[config.mk]
export PLATFORM = sky130hd
export DESIGN_NAME = signed_decimal_display_scanner_unit
export DESIGN_NICKNAME = d
export VERILOG_FILES = /design/src/sdds_pkg.sv /design/src/signed_decimal_display_scanner_unit.sv /design/src/sdds_div10.sv
export SDC_FILE = /design/constraint.sdc
export NUM_CORES = 1
export LEC_CHECK = 0
export ABC_AREA = 1
export BUFFER_PORTS_ARGS = -buffer_cell sky130_fd_sc_hd__buf_2
export CORE_UTILIZATION = 40
export DETAILED_ROUTE_END_ITERATION = 10
export HOLD_SLACK_MARGIN = 0.12
export PLACE_DENSITY = 0.62
export SYNTH_ARGS = -nofsm -noshare
export SYNTH_HDL_FRONTEND = slang
export SYNTH_SLANG_ARGS = --single-unit
[constraint.sdc]
create_clock -name i_clk -period 6.8 [get_ports i_clk]
set_input_delay 1.36 -clock i_clk [delete_from_list [all_inputs] [get_ports i_clk]]
set_output_delay 1.36 -clock i_clk [all_outputs]
set_load 0.05 [all_outputs]
[src/sdds_pkg.sv]
// Shared types and constants for the signed decimal display scanner.
package sdds_pkg;

    // Symbol codes beyond the decimal digits
    localparam logic [3:0] SYM_MINUS = 4'd10;
    localparam logic [3:0] SYM_BLANK = 4'd11;

    // Divide by ten: q = (x * DIV10_MUL) >> DIV10_SHIFT, exact for 16-bit x
    localparam logic [15:0] DIV10_MUL   = 16'd52429;
    localparam int          DIV10_SHIFT = 19;

    // What the current position shows
    typedef enum logic [2:0] {
        MODE_DIGIT = 3'b001,
        MODE_MINUS = 3'b010,
        MODE_BLANK = 3'b100
    } t_mode;

    // Quotient and remainder of a division by ten
    typedef struct packed {
        logic [15:0] quot;
        logic [3:0]  rem;
    } t_div10;

endpackage

[src/signed_decimal_display_scanner_unit.sv]
// Top level of the signed decimal display scanner: one display position per transfer.
//
//   channel   direction  valid           ready           payload
//   value     in         i_value_valid   o_value_ready   i_value (s16)
//   result    out        o_result_valid  i_result_ready  o_symbol, o_digit_on, o_digit_off
//
// One item per cycle unless the result stalls; input register, then result register.
// The cycle is set by the divide-by-ten multiply and remainder path in the compute stage.
// Reset (i_rst_n low, synchronous) clears both stage valids, the scan position, the
// previous position, the magnitude, the sign and sets digit mode.
// A stalled result holds in the result register; the input register still takes a
// transfer while it is empty, so one item can wait on each side of the compute stage.
module signed_decimal_display_scanner_unit #(
    parameter int DIGIT_COUNT = 4
) (
    input  logic               i_clk,
    input  logic               i_rst_n,
    input  logic               i_value_valid,
    output logic               o_value_ready,
    input  logic signed [15:0] i_value,
    output logic               o_result_valid,
    input  logic               i_result_ready,
    output logic [3:0]         o_symbol,
    output logic [1:0]         o_digit_on,
    output logic [1:0]         o_digit_off
);

    localparam logic [2:0] L_DIGITS = 3'(DIGIT_COUNT);
    localparam logic [1:0] L_LAST   = 2'(DIGIT_COUNT - 1);

    // Input stage: magnitude and sign worked out on the way in
    logic        r_in_valid;
    logic [15:0] r_in_abs;
    logic        r_in_neg;
    logic [15:0] w_raw;
    logic [15:0] n_in_abs;

    // Scanner state
    logic [1:0]      r_scan;
    logic [1:0]      r_last;
    logic [15:0]     r_mag;
    logic            r_neg;
    sdds_pkg::t_mode r_mode;
    logic [1:0]      n_scan;
    logic [15:0]     n_mag;
    logic            n_neg;
    sdds_pkg::t_mode n_mode;

    // Result register
    logic       r_out_valid;
    logic [3:0] r_out_symbol;
    logic [1:0] r_out_on;
    logic [1:0] r_out_off;
    logic [3:0] n_symbol;

    // Compute stage
    logic              w_adv;
    logic              w_in_take;
    logic [1:0]        w_pos;
    logic              w_sample;
    logic [15:0]       w_mag;
    logic              w_neg;
    sdds_pkg::t_mode   w_mode;
    sdds_pkg::t_div10  w_div;

    assign w_adv         = r_in_valid && (!r_out_valid || i_result_ready);
    assign o_value_ready = !r_in_valid || w_adv;
    assign w_in_take     = i_value_valid && o_value_ready;

    assign w_raw    = i_value;
    assign n_in_abs = w_raw[15] ? (~w_raw + 16'd1) : w_raw;

    // A position beyond the display counts as the first one
    assign w_pos    = ({1'b0, r_scan} >= L_DIGITS) ? 2'd0 : r_scan;
    assign w_sample = (w_pos == 2'd0);
    assign w_mag    = w_sample ? r_in_abs : r_mag;
    assign w_neg    = w_sample ? r_in_neg : r_neg;
    assign w_mode   = w_sample ? sdds_pkg::MODE_DIGIT : r_mode;

    sdds_div10 u_div10 (
        .i_dividend (w_mag),
        .o_res      (w_div)
    );

    always_comb begin
        n_scan   = (w_pos == L_LAST) ? 2'd0 : (w_pos + 2'd1);
        n_mag    = w_mag;
        n_neg    = w_neg;
        n_mode   = w_mode;
        n_symbol = sdds_pkg::SYM_BLANK;
        case (w_mode)
            sdds_pkg::MODE_DIGIT: begin
                n_symbol = w_div.rem;
                n_mag    = w_div.quot;
                if (w_div.quot == 16'd0) begin
                    n_mode = w_neg ? sdds_pkg::MODE_MINUS : sdds_pkg::MODE_BLANK;
                end
            end
            sdds_pkg::MODE_MINUS: begin
                n_symbol = sdds_pkg::SYM_MINUS;
                // sign on the last position stays until the next sample
                if (w_pos != L_LAST) begin
                    n_mode = sdds_pkg::MODE_BLANK;
                end
            end
            default: begin
                n_symbol = sdds_pkg::SYM_BLANK;
            end
        endcase
    end

    // Control and state
    always_ff @(posedge i_clk) begin
        if (!i_rst_n) begin
            r_in_valid  <= 1'b0;
            r_out_valid <= 1'b0;
            r_scan      <= 2'd0;
            r_last      <= 2'd0;
            r_mag       <= 16'd0;
            r_neg       <= 1'b0;
            r_mode      <= sdds_pkg::MODE_DIGIT;
        end else begin
            if (w_in_take) begin
                r_in_valid <= 1'b1;
            end else if (w_adv) begin
                r_in_valid <= 1'b0;
            end
            if (w_adv) begin
                r_out_valid <= 1'b1;
            end else if (i_result_ready) begin
                r_out_valid <= 1'b0;
            end
            if (w_adv) begin
                r_scan <= n_scan;
                r_last <= w_pos;
                r_mag  <= n_mag;
                r_neg  <= n_neg;
                r_mode <= n_mode;
            end
        end
    end

    // Payload, no reset
    always_ff @(posedge i_clk) begin
        if (w_in_take) begin
            r_in_abs <= n_in_abs;
            r_in_neg <= w_raw[15];
        end
        if (w_adv) begin
            r_out_symbol <= n_symbol;
            r_out_on     <= w_pos;
            r_out_off    <= r_last;
        end
    end

    assign o_result_valid = r_out_valid;
    assign o_symbol       = r_out_symbol;
    assign o_digit_on     = r_out_on;
    assign o_digit_off    = r_out_off;

endmodule

[src/sdds_div10.sv]
// Divide-by-ten unit: reciprocal multiply, remainder by back-multiply and subtract.
module sdds_div10 (
    input  logic [15:0]          i_dividend,
    output sdds_pkg::t_div10     o_res
);

    logic [31:0] w_prod;
    logic [15:0] w_quot;
    logic [15:0] w_back;
    logic [15:0] w_diff;

    assign w_prod = {16'd0, i_dividend} * {16'd0, sdds_pkg::DIV10_MUL};
    assign w_quot = {3'd0, w_prod[31:sdds_pkg::DIV10_SHIFT]};
    // q * 10 as q*8 + q*2
    assign w_back = {w_quot[12:0], 3'd0} + {w_quot[14:0], 1'b0};
    assign w_diff = i_dividend - w_back;

    assign o_res.quot = w_quot;
    assign o_res.rem  = w_diff[3:0];

endmodule

# After elaboration in Yosys (flattened, before gate mapping)
# Cells that the tools add are included.
# classes
bitwise	1
muxes	15
multipliers	1
reduce_logical	10
n_eq_ne	4
add_sub_neg	4
# op_table
op	n
$mul 16x16->32 const B	1
$mux 16	2
$add 16x1->16 const B	1
$logic_not 16->1	1
$not 16->16	1
$mux 15	1
$mux 3	4
$pmux 4 s2	1
$pmux 3 s2	1
$mux 1	5
$add 4x4->4	1
$reduce_bool 2->1	2
$sub 4x4->4	1
$eq 3x1->1 const B	1
$eq 3x2->1 const B	1
$add 2x1->2 const B	1
$eq 2x2->1 const B	1
$logic_and 1x1->1	2
$logic_not 1->1	2
$logic_not 2->1	1
$logic_or 1x1->1	2
$mux 2	1
$ne 2x2->1 const B	1
# word_totals
output_inout_bits	10
word_cells	48
reg_bits	51

# Longest topological paths before layout
# logic_depth
depth_word	6
depth_mapped	37

# By module
# A second synthesis with hierarchy kept.
# unflattened
hier_cells	1011
area_unflattened_um2	7908.8
# by_module_without_submodules
module	cells_each	area_each_um2	n_inst	seq_area_each_um2
sdds_div10	653	5250.0	1	0.0
signed_decimal_display_scanner_unit	358	2658.8	1	1271.2

# Least setup slack after synthesis
# OpenSTA, ideal clock, no wires.
# synth_path
path_type	reg2reg
from	register r_scan[0]
to	register r_out_symbol[3], in the netlist o_symbol[3] (data pin)
n_path_buf	2
path_stages_with_launch	30
setup_time_ns	0.262
slack_ns	0.489
synth_period_minus_slack_ns	6.311
arrival_time_ns	6.049
cell_sequence	dfxtp_1 inv_1 ha_1 buf_2 buf_1 o21ai_0 inv_1 ha_1 inv_1 fa_1 inv_1 fa_1 fa_1 fa_1 inv_1 fa_1 inv_1 ha_1 a21oi_1 o21ai_0 a21oi_1 nand2_1 nand2_1 nand2_1 ha_1 xor2_1 inv_1 xor2_1 a21oi_1 o21ai_0
# synth_between
elab_chain_len	6
# synth_rtl
item	line_no	text
start: declaration	signed_decimal_display_scanner_unit.sv:39	logic [1:0] r_scan;
start signal: assignment	signed_decimal_display_scanner_unit.sv:134	r_scan <= n_scan;
$logic_not 2->1 *	signed_decimal_display_scanner_unit.sv:75	assign w_sample = (w_pos == 2'd0);
$mux 16	signed_decimal_display_scanner_unit.sv:76	assign w_mag = w_sample ? r_in_abs : r_mag;
$mul 16x16->32	sdds_div10.sv:12	assign w_prod = {16'd0, i_dividend} * {16'd0, sdds_pkg::DIV10_MUL};
$add 4x4->4	sdds_div10.sv:15	assign w_back = {w_quot[12:0], 3'd0} + {w_quot[14:0], 1'b0};
$sub 4x4->4	sdds_div10.sv:16	assign w_diff = i_dividend - w_back;
$pmux 4 s2 *	signed_decimal_display_scanner_unit.sv:91	case (w_mode)
named net n_symbol[3]	signed_decimal_display_scanner_unit.sv:54	logic [3:0] n_symbol;
end signal: assignment	signed_decimal_display_scanner_unit.sv:150	r_out_symbol <= n_symbol;
end: declaration	signed_decimal_display_scanner_unit.sv:51	logic [3:0] r_out_symbol;
# Mark *: on every way through the listed nets, which the timed path passes. The rest lies on a longest branch.
# A chain may end at the register's enable or synchronous reset.

# Final worst setup path
# layout_path
from	register r_scan[1]
to	register r_out_symbol[3], in the netlist o_symbol[3] (data pin)
# Same word-level chain as after synthesis.

==> flow_metrics.tcl <==
set metrics [dict create \
    status "finished clean" \
    holdCritStartpoint "r_last[1]$_SDFFE_PN0P_" \
    die_area_sq_um 19900 \
    hp-class "reg -> reg" \
    fp.dieW_um 141 \
    maxCapViolations 0 \
    arrival_ns 6.48 \
    drive_above_1_share 0.116 \
    synth_ff_type "dfxtp_1" \
    hpwlAfterDp_mm 17.4 \
    avgSynthCellArea_sq_um 7.94 \
    finalNetCount 1258 \
    grt_pass1_vias 5862 \
    synth-seq-area-share 0.165 \
    use_met2 0.319 \
    io_pins 30 \
    synthesis.area_sq_um 7720 \
    port_buffers 29 \
    clk_pin_slew_ns 0.06 \
    setup_viol 0 \
    routed_via_density 4.90 \
    yosys.area.top_type_share 0.216 \
    whs_path_depth 0 \
    hold-worst-slack_ns 0.446 \
    post-route-min-period_ns 6.45 \
    synth.area.top_cells "ha_1 (22%), fa_1 (20%), inv_1 (11%)" \
    drt_iter0_markers 472 \
    hold_violations 0 \
    synthCells 972 \
    h-tree-depth 2 \
    grt.met3_usage 0.0282 \
    grt_overflow 0 \
    wl_per_cell_um 15.3 \
    synth_edf_count 25 \
    grt_pass1_wl_mm 30.8 \
    busiest_layer "met2" \
    crit_path_end_kind "flip-flop" \
    synth_nets 1204 \
    cp.required_ns 6.82 \
    core-area_sq_um 18800 \
    tightest_slew_ns 0.680 \
    worst_slew_margin_rel 0.544 \
    routabilityCongestion 0.974 \
    grt_max_degree 37 \
    use_met1 0.294 \
    rsz0062_at_grt "no" \
    maxSlewViolCount 0 \
    critPathLaunchType "flip-flop" \
    ant_nets 0 \
    yosys-top-cells-count "inv_1 (226), nand2_1 (168), ha_1 (133), fa_1 (79), nor2_1 (68)" \
    grtUsageTotal 0.201 \
    antenna_found_initial 0 \
    vias 6308 \
    cts-root-buf "clkbuf_16" \
    synth.most_common_cell "inv_1" \
    fmax_mhz 155 \
    max_stage_delay_ns 0.54 \
    critPathKind "reg -> reg" \
    crit_fanout 11 \
    skew_ns 0.00574 \
    clk-insertion-delay-late_ns 0.28 \
    drcViolationCount 0 \
    areaGrowthSynthToFinish_pct 11.4 \
    dieHeight_um 141 \
    ff2ff_setup_slack_ns 0.35 \
    yosysTopAreaCell "ha_1" \
    ctsHoldBuffers 0 \
    cts_inserted_buffers 5 \
    period_share 0.949 \
    worst_path_max_delay_cell "fa_1" \
    num_rows 50 \
    ys.warnings.count 0 \
    cts.sinks 51 \
    rr_startpoint "r_scan[1]$_SDFFE_PN0P_" \
    synthArstFlopShare 0 \
    whs_endpoint "o_digit_off[1]$_DFFE_PP_" \
    start_util 0.410 \
    r2r-end "o_symbol[3]$_DFFE_PP_" \
    post-route-util 0.457 \
    antenna_cells 0 \
    setup_tns_ns 0 \
    clockBufferDepth 2 \
    finalWirelength_mm 19.7 \
    r2r_cells 29 \
    dr.pass1.iters 5 \
    ys_ff_latch 51 \
    cts_tree "built" \
    synth_cell_type_count 42 \
]
-- through the flow --
step	setup WS (ns)	cells	instance area [sq um]
after detailed placement	0.151	1277	8350
after global routing	0.00442	1287	8600
after global placement	0.177	1277	8350
after floorplan	0.489	972	7720
final	0.345	1287	8600
after CTS	0.121	1285	8490
-- critical path, delay by kind of cell (launching register included) --
kind | cells | cell delay (ns)
simple gates | 8 | 1.17
buf+inv | 8 | 0.53
xor+xnor | 2 | 0.34
flops | 1 | 0.32
fa+ha+maj | 8 | 3.43
compound gates | 3 | 0.38
-- cell families (layout without fill, tap and decap cells) --
family,count (synthesis),after routing,share of synthesized area
compound gates,118,118,0.0844
xor+xnor,31,31,0.0352
fa+ha+maj,212,212,0.420
buf+inv,243,298,0.118
flops,51,51,0.165
mux,2,2,0.00259
simple gates,315,315,0.174
-- metal layers --
| metal | vias to the layer above | share of wire |
|---|---|---|
| met2 | 176 | 0.45 |
| met3 | 14 | 0.065 |
| li1 | 3159 | - |
| met5 | - | 0 |
| met1 | 2959 | 0.47 |
| met4 | 0 | 0.014 |
-- worst max-delay path by stage --
stage / start / endpoint / slack, ns / cells past startpoint
2_1_floorplan: r_scan[0]$_SDFFE_PN0P_ / o_symbol[3]$_DFFE_PP_ / 0.49 / 29
6_report: r_scan[1]$_SDFFE_PN0P_ / o_symbol[3]$_DFFE_PP_ / 0.35 / 29
4_1_cts: r_scan[0]$_SDFFE_PN0P_ / r_mode[0]$_SDFFE_PN1P_ / 0.12 / 29
3_3_place_gp: r_scan[0]$_SDFFE_PN0P_ / o_symbol[3]$_DFFE_PP_ / 0.18 / 28
3_5_place_dp: r_scan[0]$_SDFFE_PN0P_ / r_mode[0]$_SDFFE_PN1P_ / 0.15 / 29
5_1_grt: r_scan[1]$_SDFFE_PN0P_ / o_symbol[3]$_DFFE_PP_ / 0.004 / 29
-- cell type report --
| cell class | count | area (sq um) |
|---|---|---|
| clock buffer | 6 | 129 |
| tap | 260 | 325 |
| fill | 1861 | 10200 |
| timing repair buffer | 58 | 367 |
| clock inverter | 2 | 12.5 |
| multi-input combinational | 678 | 5620 |
| inverter | 232 | 871 |
| sequential | 51 | 1270 |
-- timing repair --
item	4_1_cts	5_1_grt
endpoints found under the setup margin	0	5
resized for setup	0	34
setup buffers	0	2
hold endpoints to repair	0	0
-- placed cells by master, fill, tap and decap left out, drive strengths merged --
cell type and n:
buf 58, nor3b 3, o221ai 1, nor4 5, o211ai 3, a21oi 59
xor2 23, a211oi 2, o211a 1, nand4 5, edfxtp 25, dfxtp 26
xnor2 8, mux2i 2, a31oi 1, a21boi 2, a31o 1, clkinv 4
a21o 1, inv 230, ha 133, o21ai 39, clkbuf 6, o21bai 6
nand3 27, o21a 2, fa 79, or2 8, nand2 173, nand3b 2
nor2 74, and3 1, nor3 17
-- flip-flops by register name (all words and copies together), names as in the netlist --
signal,flops
o_digit_on,2
r_scan,2
r_in_neg,1
r_in_abs,16
o_digit_off,2
o_result_valid,1
r_mag,16
o_symbol,4
r_last,2
r_mode,3
r_neg,1
r_in_valid,1
Power is left out: the tool's default activity adds up to more than one toggle a clock period on the data nets, which glitch-free logic cannot reach.
